<file path="src/hdl/drm_pkg.sv">
package drm_pkg;

   localparam int CHAR_BITS    = 16;
   localparam int MAX_SEQ      = 4;
   localparam int SEQ_IDX_BITS = $clog2(MAX_SEQ);
   localparam int SEQ_LEN_BITS = $clog2(MAX_SEQ + 1);
   localparam int SEQ_BITS     = 64;
   localparam int MAX_LINE_VAL = 4096;
   localparam int LEN_BITS     = $clog2(MAX_LINE_VAL + 1);
   localparam logic [LEN_BITS-1:0] MAX_LINE = LEN_BITS'(MAX_LINE_VAL);

   localparam int CSR_IDX_BITS  = 3;
   localparam int CSR_DATA_BITS = 64;

   typedef enum logic [CSR_IDX_BITS-1:0] {
      CSR_START_SEQ     = 3'd0,
      CSR_START_LEN     = 3'd1,
      CSR_END_SEQ       = 3'd2,
      CSR_END_LEN       = 3'd3,
      CSR_ESCAPE_ENABLE = 3'd4,
      CSR_ESCAPE_CHAR   = 3'd5
   } csr_index_type;

   typedef enum logic [1:0] {
      PH_IDLE   = 2'd0,
      PH_START  = 2'd1,
      PH_SEARCH = 2'd2
   } phase_type;

   typedef struct packed {
      logic [CHAR_BITS-1:0] ch;
      logic                 first_char;
      logic [CHAR_BITS-1:0] prev_char;
      logic                 has_prev;
      logic                 line_end;
   } req_type;

   typedef struct packed {
      logic                matched;
      logic [LEN_BITS-1:0] region_length;
   } rsp_type;

   typedef logic [MAX_SEQ-1:0][CHAR_BITS-1:0] window_type;

   typedef struct packed {
      window_type           recent;
      logic [MAX_SEQ-1:0]   cand_ok;
      logic [SEQ_LEN_BITS-1:0] end_len;
   } end_probe_type;

   function automatic logic [CHAR_BITS-1:0] seq_char(input logic [SEQ_BITS-1:0] seq,
                                                     input logic [SEQ_IDX_BITS-1:0] k);
      return seq[k*CHAR_BITS +: CHAR_BITS];
   endfunction

   function automatic logic [SEQ_LEN_BITS-1:0] clamp_len(input logic [2:0] v,
                                                         input logic [SEQ_LEN_BITS-1:0] lo);
      logic [SEQ_LEN_BITS-1:0] r;
      if (v < 3'(lo)) r = lo;
      else if (v > 3'(MAX_SEQ)) r = SEQ_LEN_BITS'(MAX_SEQ);
      else r = SEQ_LEN_BITS'(v);
      return r;
   endfunction

endpackage

</file>
<file path="src/hdl/delimited_region_matcher.sv">
// Delimited region matcher. Feed the characters of a line one item per clock, starting at
// the candidate position with first_char set (prev_char and has_prev describe the character
// before it). The block checks the start sequence, refuses the match when the preceding
// character is the enabled escape character, then searches for the end sequence with escape
// handling and returns one rsp item per run: matched and the region length, saturating at
// 4096. Throughput is one character per clock while the result register is not stalled; a
// character goes through an input register and the match logic into the result register.
// Registers on the csr port are written with no wait states and must be written only while
// no run is in progress.
module delimited_region_matcher (
   input  logic                               clock,
   input  logic                               reset,
   input  logic                               req_valid,
   output logic                               req_ready,
   input  drm_pkg::req_type                   req_data,
   output logic                               rsp_valid,
   input  logic                               rsp_ready,
   output drm_pkg::rsp_type                   rsp_data,
   input  logic                               csr_valid,
   output logic                               csr_ready,
   input  logic [drm_pkg::CSR_IDX_BITS-1:0]   csr_index,
   input  logic [drm_pkg::CSR_DATA_BITS-1:0]  csr_wdata
);

   // configuration
   logic [drm_pkg::SEQ_BITS-1:0]  start_seq_ff;
   logic [2:0]                    start_len_ff;
   logic [drm_pkg::SEQ_BITS-1:0]  end_seq_ff;
   logic [2:0]                    end_len_ff;
   logic                          escape_enable_ff;
   logic [drm_pkg::CHAR_BITS-1:0] escape_char_ff;

   // input register
   logic             in_valid_ff, in_valid_in;
   drm_pkg::req_type in_ff;

   // run state
   drm_pkg::phase_type            phase_ff, phase_in;
   logic [drm_pkg::LEN_BITS-1:0]  count_ff, count_in;
   drm_pkg::window_type           recent_ff, recent_in;
   logic [drm_pkg::MAX_SEQ-1:0]   cand_ff, cand_in;
   logic                          skip_ff, skip_in;

   // result register
   logic             rsp_valid_ff, rsp_valid_in;
   drm_pkg::rsp_type rsp_ff, rsp_in;

   logic                              advance, fire;
   logic [drm_pkg::SEQ_LEN_BITS-1:0]  slen, elen;
   logic                              refuse, is_esc;
   drm_pkg::phase_type                cur_phase;
   logic [drm_pkg::LEN_BITS-1:0]      cur_count, count_next;
   drm_pkg::window_type               cur_recent, recent_next;
   logic [drm_pkg::MAX_SEQ-1:0]       cur_cand, cand_search;
   logic                              cur_skip, cand_bit;
   logic                              start_ok, start_more, hit;
   logic                              emit;
   drm_pkg::end_probe_type            probe;

   assign csr_ready = 1'b1;

   always_ff @(posedge clock) begin
      if (reset) begin
         start_seq_ff     <= '0;
         start_len_ff     <= 3'd1;
         end_seq_ff       <= '0;
         end_len_ff       <= '0;
         escape_enable_ff <= 1'b0;
         escape_char_ff   <= '0;
      end else if (csr_valid && csr_ready) begin
         unique case (csr_index)
            drm_pkg::CSR_START_SEQ:     start_seq_ff     <= csr_wdata;
            drm_pkg::CSR_START_LEN:     start_len_ff     <= csr_wdata[2:0];
            drm_pkg::CSR_END_SEQ:       end_seq_ff       <= csr_wdata;
            drm_pkg::CSR_END_LEN:       end_len_ff       <= csr_wdata[2:0];
            drm_pkg::CSR_ESCAPE_ENABLE: escape_enable_ff <= csr_wdata[0];
            drm_pkg::CSR_ESCAPE_CHAR:   escape_char_ff   <= csr_wdata[drm_pkg::CHAR_BITS-1:0];
            default: ;
         endcase
      end
   end

   // handshake
   assign advance     = !rsp_valid_ff || rsp_ready;
   assign req_ready   = !in_valid_ff || advance;
   assign fire        = in_valid_ff && advance;
   assign in_valid_in = req_ready ? req_valid : in_valid_ff;

   always_ff @(posedge clock) begin
      if (reset) begin
         in_valid_ff <= 1'b0;
      end else begin
         in_valid_ff <= in_valid_in;
      end
   end

   always_ff @(posedge clock) begin
      if (req_valid && req_ready) begin
         in_ff <= req_data;
      end
   end

   // state as seen by the current item
   always_comb begin
      slen   = drm_pkg::clamp_len(start_len_ff, drm_pkg::SEQ_LEN_BITS'(1));
      elen   = drm_pkg::clamp_len(end_len_ff, '0);
      is_esc = escape_enable_ff && (in_ff.ch == escape_char_ff);
      refuse = in_ff.first_char && escape_enable_ff && in_ff.has_prev &&
               (in_ff.prev_char == escape_char_ff);
      if (in_ff.first_char) begin
         cur_phase  = drm_pkg::PH_START;
         cur_count  = '0;
         cur_recent = '0;
         cur_cand   = '0;
         cur_skip   = 1'b0;
      end else begin
         cur_phase  = phase_ff;
         cur_count  = count_ff;
         cur_recent = recent_ff;
         cur_cand   = cand_ff;
         cur_skip   = skip_ff;
      end
      count_next  = (cur_count < drm_pkg::MAX_LINE) ? cur_count + 1'b1 : cur_count;
      recent_next = {cur_recent[drm_pkg::MAX_SEQ-2:0], in_ff.ch};
      cand_bit    = !cur_skip;
      cand_search = {cur_cand[drm_pkg::MAX_SEQ-2:0], cand_bit && !is_esc};
      start_ok    = in_ff.ch == drm_pkg::seq_char(start_seq_ff,
                                                 cur_count[drm_pkg::SEQ_IDX_BITS-1:0]);
      start_more  = (cur_count + 1'b1) < drm_pkg::LEN_BITS'(slen);
   end

   assign probe.recent  = recent_next;
   assign probe.cand_ok = cand_search;
   assign probe.end_len = elen;

   drm_end_detect u_end_detect (
      .probe   (probe),
      .end_seq (end_seq_ff),
      .hit     (hit)
   );

   // next phase
   always_comb begin
      phase_in = phase_ff;
      if (fire) begin
         if (refuse) begin
            phase_in = drm_pkg::PH_IDLE;
         end else begin
            unique case (cur_phase)
               drm_pkg::PH_IDLE: phase_in = drm_pkg::PH_IDLE;
               drm_pkg::PH_START: begin
                  if (!start_ok || in_ff.line_end) phase_in = drm_pkg::PH_IDLE;
                  else if (start_more) phase_in = drm_pkg::PH_START;
                  else phase_in = drm_pkg::PH_SEARCH;
               end
               drm_pkg::PH_SEARCH: begin
                  if (in_ff.line_end || (elen != '0 && hit)) phase_in = drm_pkg::PH_IDLE;
                  else phase_in = drm_pkg::PH_SEARCH;
               end
               default: phase_in = drm_pkg::PH_IDLE;
            endcase
         end
      end
   end

   // datapath and result
   always_comb begin
      count_in  = count_ff;
      recent_in = recent_ff;
      cand_in   = cand_ff;
      skip_in   = skip_ff;
      emit      = 1'b0;
      rsp_in    = '0;
      if (fire) begin
         if (refuse) begin
            emit      = 1'b1;
            count_in  = '0;
            recent_in = '0;
            cand_in   = '0;
            skip_in   = 1'b0;
         end else if (cur_phase != drm_pkg::PH_IDLE) begin
            count_in  = count_next;
            recent_in = recent_next;
            cand_in   = cur_cand;
            skip_in   = cur_skip;
            unique case (cur_phase)
               drm_pkg::PH_START: begin
                  cand_in = {cur_cand[drm_pkg::MAX_SEQ-2:0], 1'b0};
                  if (!start_ok) begin
                     emit = 1'b1;
                  end else if (in_ff.line_end) begin
                     emit = 1'b1;
                     if (!start_more && elen == '0) begin
                        rsp_in.matched       = 1'b1;
                        rsp_in.region_length = count_next;
                     end
                  end
               end
               drm_pkg::PH_SEARCH: begin
                  if (elen == '0) begin
                     if (in_ff.line_end) begin
                        emit                 = 1'b1;
                        rsp_in.matched       = 1'b1;
                        rsp_in.region_length = count_next;
                     end
                  end else begin
                     cand_in = cand_search;
                     skip_in = cand_bit && is_esc;
                     if (hit) begin
                        emit                 = 1'b1;
                        rsp_in.matched       = 1'b1;
                        rsp_in.region_length = count_next;
                     end else if (in_ff.line_end) begin
                        emit = 1'b1;
                     end
                  end
               end
               default: ;
            endcase
         end
      end
      if (emit) rsp_valid_in = 1'b1;
      else if (rsp_ready) rsp_valid_in = 1'b0;
      else rsp_valid_in = rsp_valid_ff;
   end

   always_ff @(posedge clock) begin
      if (reset) begin
         phase_ff     <= drm_pkg::PH_IDLE;
         count_ff     <= '0;
         recent_ff    <= '0;
         cand_ff      <= '0;
         skip_ff      <= 1'b0;
         rsp_valid_ff <= 1'b0;
      end else begin
         phase_ff     <= phase_in;
         count_ff     <= count_in;
         recent_ff    <= recent_in;
         cand_ff      <= cand_in;
         skip_ff      <= skip_in;
         rsp_valid_ff <= rsp_valid_in;
      end
   end

   always_ff @(posedge clock) begin
      if (emit) begin
         rsp_ff <= rsp_in;
      end
   end

   assign rsp_valid = rsp_valid_ff;
   assign rsp_data  = rsp_ff;

   a_nomatch_zero_len: assert property (@(posedge clock) disable iff (reset)
      rsp_valid_ff && !rsp_ff.matched |-> rsp_ff.region_length == '0)
      else $error("no-match item carries a nonzero length");

   a_match_nonzero_len: assert property (@(posedge clock) disable iff (reset)
      rsp_valid_ff && rsp_ff.matched |-> rsp_ff.region_length != '0)
      else $error("matched item carries zero length");

   a_count_sat: assert property (@(posedge clock) disable iff (reset)
      count_ff <= drm_pkg::MAX_LINE)
      else $error("character count beyond saturation");

   a_start_short: assert property (@(posedge clock) disable iff (reset)
      phase_ff == drm_pkg::PH_START |-> count_ff < drm_pkg::LEN_BITS'(drm_pkg::MAX_SEQ))
      else $error("start phase ran past the longest start sequence");

   a_stall_holds_item: assert property (@(posedge clock) disable iff (reset)
      in_valid_ff && !advance |=> in_valid_ff && $stable(in_ff))
      else $error("stalled item lost from input register");

endmodule

</file>
<file path="src/hdl/drm_end_detect.sv">
module drm_end_detect (
   input  drm_pkg::end_probe_type        probe,
   input  logic [drm_pkg::SEQ_BITS-1:0]  end_seq,
   output logic                          hit
);

   logic [drm_pkg::SEQ_IDX_BITS-1:0] last_pos;
   logic [drm_pkg::SEQ_IDX_BITS-1:0] pos;

   always_comb begin
      last_pos = drm_pkg::SEQ_IDX_BITS'(probe.end_len - 1'b1);
      pos      = '0;
      hit      = (probe.end_len != '0) && probe.cand_ok[last_pos];
      for (int i = 0; i < drm_pkg::MAX_SEQ; i++) begin
         pos = last_pos - drm_pkg::SEQ_IDX_BITS'(i);
         if (drm_pkg::SEQ_LEN_BITS'(i) < probe.end_len) begin
            if (probe.recent[pos] !=
                drm_pkg::seq_char(end_seq, drm_pkg::SEQ_IDX_BITS'(i))) begin
               hit = 1'b0;
            end
         end
      end
   end

endmodule
</file>
<file path="config.mk">
export PLATFORM = sky130hd
export DESIGN_NAME = delimited_region_matcher
export DESIGN_NICKNAME = d
export VERILOG_FILES = /design/src/hdl/drm_pkg.sv /design/src/hdl/delimited_region_matcher.sv /design/src/hdl/drm_end_detect.sv
export SDC_FILE = /design/constraint.sdc
export NUM_CORES = 1
export LEC_CHECK = 0
export BUFFER_PORTS_ARGS = -buffer_cell sky130_fd_sc_hd__buf_2
export CORE_MARGIN = 2
export CORE_UTILIZATION = 45
export DETAILED_ROUTE_END_ITERATION = 10
export PLACE_DENSITY = 0.68
export SLEW_MARGIN = 10
export SYNTH_ARGS = -nofsm -noshare
export SYNTH_HDL_FRONTEND = slang
export SYNTH_SLANG_ARGS = --single-unit
</file>
<file path="constraint.sdc">
create_clock -name clock -period 3.65 [get_ports clock]
set_input_delay 0.5475 -clock clock [delete_from_list [all_inputs] [get_ports clock]]
set_output_delay 0.5475 -clock clock [all_outputs]
set_load 0.1 [all_outputs]
</file>
# After elaboration in Yosys (flattened, before gate mapping)
# Cells that the tools add are included.
[op_classes] bitwise=2 n_eq_ne=14 add_sub_neg=5 n_reduce_logical=35 shift=1 magnitude_cmp=14 muxes=62
[ops] cell="$bmux 16 s2" n=4
[ops] cell="$mux 64" n=2
[ops] cell="$mux 14" n=6
[ops] cell="$mux 16" n=4
[ops] cell="$ne 16x16->1" n=4
[ops] cell="$shiftx 64x7->16" n=1
[ops] cell="$mux 13" n=4
[ops] cell="$eq 16x16->1" n=3
[ops] cell="$mux 48" n=1
[ops] cell="$pmux 14 s2" n=1
[ops] cell="$mux 1" n=23
[ops] cell="$mux 4" n=4
[ops] cell="$reduce_and 2->1" n=7
[ops] cell="$add 13x1->13 const B" n=1
[ops] cell="$lt 13x13->1 const B" n=1
[ops] cell="$lt 13x3->1" n=1
[ops] cell="$lt 2x3->1 const B" n=4
[ops] cell="$mux 3" n=4
[ops] cell="$logic_and 1x1->1" n=11
[ops] cell="$mux 2" n=5
[ops] cell="$pmux 4 s2" n=1
[ops] cell="$eq 3x2->1 const B" n=2
[ops] cell="$eq 3x3->1 const B" n=2
[ops] cell="$gt 3x3->1 const B" n=2
[ops] cell="other kinds (18)" n=35
[totals] wordCells=155 out_inout_bits=17 register_bits=270

# Logic depth before layout (Yosys ltp)
# Gate-level depths: netlist of the first run.
[depth] word_depth=22 mapped_depth=19 mapped_depth_nobuf=15

# Cells and area by module
# From an unflattened synthesis of the first run, not the netlist that was laid out.
[unflattened] cells_unflattened=1546 area_unflattened_um2=14099.8
[modules_own_cells] mod="delimited_region_matcher" cells_per_inst=1372 area_per_inst_um2=11776.3 instances=1
[modules_own_cells] mod="drm_end_detect" cells_per_inst=174 area_per_inst_um2=2323.5 instances=1

# Worst setup path before layout of the first run
# Ideal clock, no wire load.
[synth_path] path_kind="reg-to-reg" startpoint="register end_len_ff[0]" endpoint="register rsp_ff, in the netlist rsp_data[0], enable pin" setup_ps=406 n_path_buf=1 setup_slack_ps=-300 t_arrival_ps=3544 stages_incl_launch_ff=12 required_ps=3244 synth_period_minus_slack_ps=3950 path_cell_list="dfxtp_1 -> nor2b_1 -> buf_2 -> mux2i_1 -> o21ai_0 -> nor4_2 -> a21oi_1 -> or3_1 -> nor4_2 -> a32o_2 -> nor2_1 -> nor3b_1"
[synth_between] elab_chain_cells=21 word_cells_on_any_way=43 classes_between="4 x add/sub; 6 x order compare; 4 x eq/ne; 26 x mux; 3 x reduce/logical"
[synth_lines] element="start: declaration" line_no="delimited_region_matcher.sv:29" rtl="logic [2:0] end_len_ff;"
[synth_lines] element="start signal: assignment" line_no="delimited_region_matcher.sv:75" rtl="drm_pkg::CSR_END_LEN: end_len_ff <= csr_wdata[2:0];"
[synth_lines] element="$gt 3x3->1" line_no="drm_pkg.sv:60" rtl="else if (v > 3'(MAX_SEQ)) r = SEQ_LEN_BITS'(MAX_SEQ);"
[synth_lines] element="$mux 3" line_no="drm_pkg.sv:60"
[synth_lines] element="$mux 3 (*)" line_no="drm_pkg.sv:59" rtl="if (v < 3'(lo)) r = lo;"
[synth_lines] element="parallel branches: the longest is 13 deep, another holds $sub 2x1->2"
[synth_lines] element="$mux 1 (*)" line_no="delimited_region_matcher.sv:200" rtl="if (elen == '0) begin"
[synth_lines] element="$pmux 1 s2 (*)" line_no="delimited_region_matcher.sv:186" rtl="unique case (cur_phase)"
[synth_lines] element="$mux 1 (*)" line_no="delimited_region_matcher.sv:181" rtl="end else if (cur_phase != drm_pkg::PH_IDLE) begin"
[synth_lines] element="$mux 1 (*)" line_no="delimited_region_matcher.sv:175" rtl="if (refuse) begin"
[synth_lines] element="$mux 1 (*)" line_no="delimited_region_matcher.sv:174" rtl="if (fire) begin"
[synth_lines] element="named net emit" line_no="delimited_region_matcher.sv:57" rtl="logic emit;"
[synth_lines] element="end signal: assignment" line_no="delimited_region_matcher.sv:247" rtl="rsp_ff <= rsp_in;"
[synth_lines] element="end: declaration" line_no="delimited_region_matcher.sv:46" rtl="drm_pkg::rsp_type rsp_ff, rsp_in;"
# Mark *: on every way through the listed nets, which the timed path passes. The select of a mux whose other input is x is not followed.
# A chain may end at the register's enable or synchronous reset.

# Final worst setup path of the first run
[layout_path] startpoint="register in_ff[18] in the netlist's numbering" endpoint="register rsp_ff, in the netlist rsp_data[8], enable pin"
[layout_between] elab_chain_cells=20 word_cells_on_any_way=45 classes_between="7 x eq/ne; 1 x shift; 30 x mux; 7 x reduce/logical"
[layout_lines] element="start: declaration" line_no="delimited_region_matcher.sv:35" rtl="drm_pkg::req_type in_ff;"
[layout_lines] element="start signal: assignment" line_no="delimited_region_matcher.sv:99" rtl="in_ff <= req_data;"
[layout_lines] element="parallel branches: the longest is 18 deep, another holds $mux 48"
[layout_lines] element="$mux 1 (*)" line_no="delimited_region_matcher.sv:175"
[layout_lines] element="$mux 1 (*)" line_no="delimited_region_matcher.sv:174"
[layout_lines] element="named net emit" line_no="delimited_region_matcher.sv:57"
# Marked as above.

==> impl_results.rst, run 1 <==
.. list-table::
   :header-rows: 1

   * - Metric
     - Value
   * - NetSw
     - roughly 0.0017 W
   * - Number of primary I/O pins
     - 124
   * - Pin count of the biggest net entering global routing
     - about 100
   * - TritonCTS clock tree
     - yes
   * - Initial core utilization
     - 45.6%
   * - F_max
     - 276 MHz
   * - Count of distinct cell types in the synthesized netlist
     - 81
   * - Share of flip-flops with an asynchronous set or reset
     - 0%
   * - Width of the die
     - around 180 microns
   * - Cell Area, Synth
     - ~14000 sq um
   * - Transition time at the pin with the least slew margin
     - approximately 1.1 ns
   * - Post-Synthesis Cells
     - 1751
   * - Req. time, crit path
     - ~3.9 ns
   * - Net count after synthesis
     - approximately 1900
   * - Data arrival time of the critical path
     - between 3 and 4 ns
   * - Most repeated library cell on the critical path
     - buf_6
   * - Sequential cell area
     - between 5000 and 6000 sq um
   * - Most common cell after layout, fill and taps aside
     - nand2_1
   * - Power density of the placed cells
     - roughly 390 nW/um^2
   * - H-tree Lvls
     - 1
   * - Fraction of final layout cells sized beyond drive strength 1
     - a little over 20%
   * - Layout Skew
     - 0.0135 ns
   * - Synthesis Warnings
     - 0
   * - Worst reg2reg path depth
     - 14
   * - Total clock buffers created by CTS
     - 29
   * - Crit Path Max Fanout
     - 7
   * - Commonest non-fill, non-tap cells in the layout
     - nand2_1 (368), dfxtp_1 (217), a21oi_1 (198), buf_2 (121), buf_4 (110)
   * - Ys flop type
     - dfxtp_1
   * - Final setup viols
     - 0
   * - Total of buffers placed on input and output ports
     - between 100 and 150
   * - Number of fill cells
     - slightly below 3000
   * - Time the final worst path needs with I/O delays and setup
     - around 3.6 ns
   * - Via count of the first global-routing pass
     - 12817
   * - Number of vias after detailed routing
     - between 10000 and 15000
   * - Die Height
     - 183 microns
   * - Worst voltage drop across the vdd grid
     - 0.363 mV
   * - Cell type group with the largest total delay on the critical path
     - simple AND/OR/NAND/NOR gates
   * - Critical Path Stages
     - 14
   * - Count of cells along the worst hold path
     - 1
   * - Share of the yosys chip area belonging to registers
     - 40.8%
   * - Synthesized area per cell
     - a little over 8 sq um
   * - Area used by multi-input combinational logic
     - just over 8000 sq um
   * - Non-filler instance count after layout
     - approximately 2300
   * - Antenna violations before repair
     - 0
   * - Clock tree buffer depth
     - 3
   * - Portion of total power attributed to the clock network
     - between 40 and 50%
   * - Clock edge transition at the registers on the reported setup and hold paths
     - roughly 0.060 ns
   * - Setup Total Neg Slack
     - 0 ns
   * - Antenna violation net count after detailed routing
     - 0
   * - Full die area
     - ~33000 sq um
   * - Wire length of the first global-routing pass
     - ~75000 microns
   * - Post-synthesis to final-layout area growth
     - 21.0%
   * - Clock latency on the worst-skew pair
     - about 0.56 ns
   * - Path type of the worst min-delay path
     - in -> reg
   * - Seq cells post-synth
     - between 200 and 300
   * - Buffer type at the clock tree root
     - clkbuf_16
   * - DRC errors left
     - 0
   * - Period Utilization, post-route
     - between 90% and 100%
   * - Worst setup path category
     - reg -> reg
   * - Maxcap violations
     - 0
   * - Initial DRC Count
     - approximately 1300
   * - Result of the run
     - finished, final reports clean
   * - Static Leakage
     - between 6 and 7 nW
   * - Inst Count DP
     - ~2200
   * - Utilization of the core after routing
     - between 50% and 60%
   * - Post-DP HPWL
     - around 36000 microns
   * - GRT Overall Usage
     - slightly below 30%
   * - Core area
     - roughly 32000 sq um
   * - Reg-to-reg slack, setup
     - roughly 0.031 ns
   * - Kind of start point of the critical path
     - flop
   * - Number of rows in the core area
     - between 60 and 70
   * - Worst flop-to-flop path endpoint
     - rsp_data[8]$_SDFFCE_PP0P_
   * - Worst Setup EP
     - rsp_data[8]$_SDFFCE_PP0P_
   * - Kind of end point of the critical path
     - flop
   * - Final global-route overflow total
     - 0
   * - Worst path bufs/invs
     - 4
   * - Internal power summed over all cells
     - approximately 0.005 W
   * - Sequential power share
     - 46.1%
   * - Worst r2r src
     - in_ff[18]$_DFFE_PP_
   * - Routability-driven placement congestion ratio
     - between 0.9 and 1
   * - Unrepaired setup endpoints after global routing
     - yes
   * - Crit-path cells
     - buf_6 -> buf_6 -> clkbuf_16 -> or4bb_4 -> o21ai_4 -> and3_1 -> o21ai_1 -> nand2_1 -> nand4b_1 -> o31ai_2 -> a32o_2 -> nor2_2 -> nor3b_2 -> buf_4
   * - EDFF count, synth
     - 49
   * - Worst setup path startpoint
     - in_ff[18]$_DFFE_PP_
   * - Number of nets in the finished design
     - between 2000 and 2500
   * - Gate power share
     - 9.9%
   * - Max stage delay on crit path
     - between 0.5 and 0.6 ns
   * - Number of sinks handled by clock tree synthesis
     - around 270
   * - Switching power share of the total
     - between 20% and 30%
   * - Vias per std cell
     - 5.89
   * - Total wirelength of the detailed-routed design
     - 49700 microns
   * - Antenna cell count
     - 0
   * - Cell with the largest stage delay on the worst path
     - or4bb_4
   * - Routed wire per std cell
     - 21.4 microns
   * - Hold violation count in the final report
     - 0
   * - Max Transition Viols Final
     - 0
   * - Drt pass-1 iters
     - 7
   * - Headroom to the max-slew limit
     - around 27%
## layout make-up
class	instances	share of cell area (%)
clock buffers	41	4.89
clock inverters	13	0.754
inverters	21	0.481
multi-input cells	1318	46.7
flip-flops and latches	269	33.8
well taps	402	2.89
repair buffers	256	10.5
## state kept, by name, indices dropped and copies added, names as in the netlist
register and count:
start_len_ff 3, count_ff 13, rsp_data 14, rsp_valid 1, phase_ff 2, escape_enable_ff 1
recent_ff 48, end_seq_ff 64, start_seq_ff 64, in_valid_ff 1, end_len_ff 3, skip_ff 1
cand_ff 3, escape_char_ff 16, in_ff 35
## per-layer routing
metal  wire length (microns)  global-route usage (%)
met2                   22300                    45.5
met4                    1950                    11.1
met1                   21700                    40.4
met3                    3730                    3.47
met5                       0                       0
## power groups by stage
stage / Sequential, W / Combinational (W) / Clock (W)
floorplan: 0.00320 / 0.000369 / 0
global placement: 0.00323 / 0.000601 / 0
detailed placement: 0.00323 / 0.000605 / 0
CTS: 0.00317 / 0.000608 / 0.00306
global route: 0.00317 / 0.000727 / 0.00318
finish: 0.00317 / 0.000680 / 0.00302
## per-stage QoR
step / area [sq um] / power, W / hold slack [ns] / setup WS [ns]
CTS: 16800 / 0.00684 / 0.143 / 0.00186
global placement: 15800 / 0.00383 / 0.439 / 0.0220
global route: 17400 / 0.00708 / 0.151 / -0.157
finish: 17400 / 0.00687 / 0.161 / 0.0314
floorplan: 14400 / 0.00357 / 0.432 / 0.0106
detailed placement: 15800 / 0.00384 / 0.444 / -0.0526
## worst min path at each step
stage	start	endpoint
after detailed placement	start_seq_ff[33]$_SDFFE_PP0P_	start_seq_ff[33]$_SDFFE_PP0P_
after floorplan	start_seq_ff[32]$_SDFFE_PP0P_	start_seq_ff[32]$_SDFFE_PP0P_
final	req_data[4]	in_ff[4]$_DFFE_PP_
after global placement	start_seq_ff[41]$_SDFFE_PP0P_	start_seq_ff[41]$_SDFFE_PP0P_
after global routing	req_data[8]	in_ff[8]$_DFFE_PP_
after CTS	req_data[33]	in_ff[33]$_DFFE_PP_
## worst register-to-register path, delay by kind of cell, from the launching register on
family | cells | cell delay (ns)
compound gates | 4 | 0.81
buf+inv | 4 | 0.65
flops | 1 | 0.49
simple gates | 6 | 1.37
## cell usage after synthesis, types with 25 or more instances
| library cell | number | area share (%) |
|---|---|---|
| clkbuf_1 | 94 | 2.5 |
| dfxtp_1 | 220 | 31 |
| nor2_1 | 107 | 2.8 |
| o21ai_0 | 35 | 1.2 |
| a21oi_1 | 201 | 7.0 |
| a22oi_1 | 36 | 1.9 |
| buf_2 | 27 | 0.94 |
| nand2_1 | 368 | 9.6 |
| nor2b_1 | 46 | 2.0 |
| xnor2_1 | 63 | 3.8 |
| edfxtp_1 | 49 | 10 |
| nand3b_1 | 25 | 1.3 |
| mux2i_1 | 52 | 3.6 |
| xor2_1 | 51 | 3.1 |
## cell families (layout without fill, tap and decap cells)
logic type | after synthesis | in the layout | synth area share (%)
AND/OR/NAND/NOR | 726 | 726 | 24.4
AO/OA/AOI/OAI | 410 | 410 | 17.6
flip-flops | 269 | 269 | 40.8
buffers and inverters | 164 | 331 | 5.16
XOR/XNOR | 114 | 114 | 6.93
multiplexers | 60 | 60 | 4.47
adder cells (fa/ha/maj) | 7 | 7 | 0.608
other | 1 | 1 | 0.0260
## repair_timing
| item | CTS | global route |
|---|---|---|
| pin swaps | 0 | 24 |
| setup endpoints to repair | 14 | 28 |
| endpoints found under the hold margin | 0 | 0 |
| hold buffers | 0 | 0 |
| cloned | 0 | 5 |
| gates resized for setup | 2 | 90 |
| setup buffers | 0 | 18 |
No activity file was read; power rests on OpenSTA's default activity.
==> inputs of run 2 (changes only) <==
--- a/config.mk
+++ b/config.mk
@@ -5,11 +5,12 @@
 export SDC_FILE = /design/constraint.sdc
 export NUM_CORES = 1
 export LEC_CHECK = 0
-export BUFFER_PORTS_ARGS = -buffer_cell sky130_fd_sc_hd__buf_2
 export CORE_MARGIN = 2
 export CORE_UTILIZATION = 45
 export DETAILED_ROUTE_END_ITERATION = 10
-export PLACE_DENSITY = 0.68
+export DONT_BUFFER_PORTS = 1
+export GPL_TIMING_DRIVEN = 0
+export PLACE_DENSITY = 0.65
 export SLEW_MARGIN = 10
 export SYNTH_ARGS = -nofsm -noshare
 export SYNTH_HDL_FRONTEND = slang
==> impl_results.rst, run 2 (same netlist as run 1, synthesis figures left out) <==
.. list-table::
   :header-rows: 1

   * - Metric
     - Value
   * - Result of the run
     - finished, violations left
   * - Failing checks
     - negative setup slack
   * - Antenna violation net count after detailed routing
     - 0 (unchanged)
   * - Full die area
     - 33500 sq um (unchanged)
   * - Routability-driven placement congestion ratio
     - 1.02 (+5.3%)
   * - Non-filler instance count after layout
     - 2256 (-2.8%)
   * - Number of fill cells
     - 2960 (+0.24%)
   * - Number of sinks handled by clock tree synthesis
     - 269 (unchanged)
   * - Maxcap violations
     - 0 (unchanged)
   * - Layout Skew
     - 0.0177 ns (+0.00425 ns)
   * - F_max
     - 259 MHz (-6.2%)
   * - Initial DRC Count
     - 1659 (+32%)
   * - Number of rows in the core area
     - 65 (unchanged)
   * - Power density of the placed cells
     - 399 nW/um^2 (+1.0%)
   * - Kind of end point of the critical path
     - flop
   * - Kind of start point of the critical path
     - flop
   * - GRT Overall Usage
     - 33.2% (+4.3 points)
   * - Vias per std cell
     - 6.22 (+5.6%)
   * - Path type of the worst min-delay path
     - in -> reg
   * - Worst setup path category
     - reg -> reg
   * - Initial core utilization
     - 45.6% (unchanged)
   * - Worst voltage drop across the vdd grid
     - 0.372 mV (+2.6%)
   * - Post-synthesis to final-layout area growth
     - 18.9%
   * - Core area
     - 31600 sq um (unchanged)
   * - Time the final worst path needs with I/O delays and setup
     - 3.86 ns (+0.237 ns)
   * - Width of the die
     - 183 microns (unchanged)
   * - Largest registers
     - end_seq_ff (64), start_seq_ff (64), recent_ff (48)
   * - TritonCTS clock tree
     - yes
   * - Reg-to-reg slack, setup
     - -0.21 ns (-0.24 ns)
   * - Final worst-path setup slack
     - -0.206 ns (-0.237 ns)
   * - Max Transition Viols Final
     - 0 (unchanged)
   * - Most common cell after layout, fill and taps aside
     - nand2_1
   * - Die Height
     - 183 microns (unchanged)
   * - H-tree Lvls
     - 1 (unchanged)
   * - Crit Path Max Fanout
     - 10 (+3)
   * - Hold violation count in the final report
     - 0 (unchanged)
   * - Clock latency on the worst-skew pair
     - 0.58 ns (+0.02 ns)
   * - Routed wire per std cell
     - 25.3 microns (+18%)
   * - Inst Count DP
     - 2154 (-4.0%)
   * - Antenna cell count
     - 0 (unchanged)
   * - Clock tree buffer depth
     - 3 (unchanged)
   * - Number of primary I/O pins
     - 124 (unchanged)
   * - Post-DP HPWL
     - 41900 microns (+16%)
   * - Drt pass-1 iters
     - 8 (+1)
   * - Static Leakage
     - 5.91 nW (-6.8%)
   * - Sequential cell area
     - 5880 sq um (about the same)
   * - Number of nets in the finished design
     - 1948 (-3.0%)
   * - Unrepaired setup endpoints after global routing
     - yes
   * - DRC errors left
     - 0 (unchanged)
   * - Pin count of the biggest net entering global routing
     - 36 (-65%)
   * - Final global-route overflow total
     - 0 (unchanged)
   * - Period Utilization, post-route
     - 106% (+6.5 points)
   * - Setup Total Neg Slack
     - -3.90 ns (-3.90 ns)
   * - Antenna violations before repair
     - 0 (unchanged)
   * - Number of vias after detailed routing
     - 14032 (+2.7%)
   * - Via count of the first global-routing pass
     - 13037 (+1.7%)
   * - Count of hold-fix buffers inserted at cts
     - 0 (unchanged)
   * - Req. time, crit path
     - 3.95 ns (+0.03 ns)
   * - Total clock buffers created by CTS
     - 30 (+3.4%)
   * - Buffer type at the clock tree root
     - clkbuf_16
   * - Area used by multi-input combinational logic
     - 8350 sq um (+2.6%)
   * - Total of buffers placed on input and output ports
     - 0 (-100%)
   * - Final setup viols
     - 28 (+28)
   * - Utilization of the core after routing
     - 54.3% (-0.95 points)
   * - Headroom to the max-slew limit
     - 24.0% (-3.1 points)
   * - Commonest non-fill, non-tap cells in the layout
     - nand2_1 (367), dfxtp_1 (218), a21oi_1 (196), nor2_1 (104), clkbuf_1 (89)
   * - Data arrival time of the critical path
     - 4.16 ns (+0.27 ns)
   * - Total wirelength of the detailed-routed design
     - 57000 microns (+15%)
   * - Transition time at the pin with the least slew margin
     - 1.14 ns (+0.0503 ns)
   * - Clock edge transition at the registers on the reported setup and hold paths
     - 0.06 ns (about the same)
   * - Fraction of final layout cells sized beyond drive strength 1
     - 14.5% (-6.1 points)
   * - Wire length of the first global-routing pass
     - 82900 microns (+11%)
-- run 2: cell types whose count changed in the layout (fill, tap and decap cells not counted), moves of 8 or more --
cell and change:
clkbuf_1 +84, buf_2 -111, buf_8 +8, buf_6 +14, mux2i_1 -8, buf_4 -58
-- run 2: final timing paths --
| check | start | end | cells after the start |
|---|---|---|---|
| setup / recovery | in_ff[18]$_DFFE_PP_ | rsp_data[8]$_SDFFCE_PP0P_ | 16 |
| hold / removal | req_data[33] | in_ff[33]$_DFFE_PP_ | 0 |
| hold reg to reg | start_seq_ff[37]$_SDFFE_PP0P_ | start_seq_ff[37]$_SDFFE_PP0P_ | 2 |
| setup reg to reg | in_ff[18]$_DFFE_PP_ | rsp_data[8]$_SDFFCE_PP0P_ | 16 |
-- run 2: per-layer routing --
metal / track usage, % / part of all wire [%] / vias to the layer above
li1: - / - / 6297
met1: 44.9 / 41 / 6663
met2: 49.6 / 42 / 876
met3: 7.21 / 11 / 196
met4: 17.5 / 6.0 / 0
met5: 0 / 0 / -
-- run 2: repair_timing --
item                                    in CTS  in global routing
pin swaps                                   21                 21
cloned                                       2                  1
endpoints found under the setup margin      96                 35
setup buffers                               28                 27
resized for setup                          144                 83
-- run 2: final cells by class --
cell class	instances	area share, %
Buffer	140	5.07
Clock inverter	11	0.811
Multi-Input combinational cell	1318	48.8
Tap cell	402	2.94
Timing Repair Buffer	54	2.67
Sequential cell	269	34.3
Clock buffer	41	4.74
Inverter	21	0.650
-- run 2: report_power, final --
| group | switching (W) | total (W) | internal, W |
|---|---|---|---|
| registers | 0.0000813 | 0.00317 | 0.00309 |
| clock network | 0.00126 | 0.00301 | 0.00175 |
| logic | 0.000420 | 0.000645 | 0.000225 |
| total | 0.00176 | 0.00683 | 0.00507 |
-- run 2: critical path, cell delays in order (launching register included) --
cell and delay (ns):
edfxtp_1 0.44, buf_4 0.23, clkinvlp_4 0.17, buf_4 0.24, buf_4 0.25, nand2_1 0.10
xnor2_1 0.27, ha_1 0.30, o21ai_0 0.17, nand3b_1 0.19, nor3b_4 0.31, nor3_2 0.07
o211a_1 0.24, o21ai_4 0.26, buf_6 0.15, buf_8 0.11, nor3_2 0.04
-- run 2: metrics by stage --
step	total power, W	area (sq um)	worst slack [ns]	hold slack, ns
6_report	0.00683	17100	-0.206	0.0594
5_1_grt	0.00701	17100	-0.261	0.0466
3_5_place_dp	0.00377	14900	-1.26	0.446
4_1_cts	0.00680	16800	-0.264	0.0525
2_1_floorplan	0.00357	14400	0.0106	0.432
3_3_place_gp	0.00376	14900	-1.32	0.441
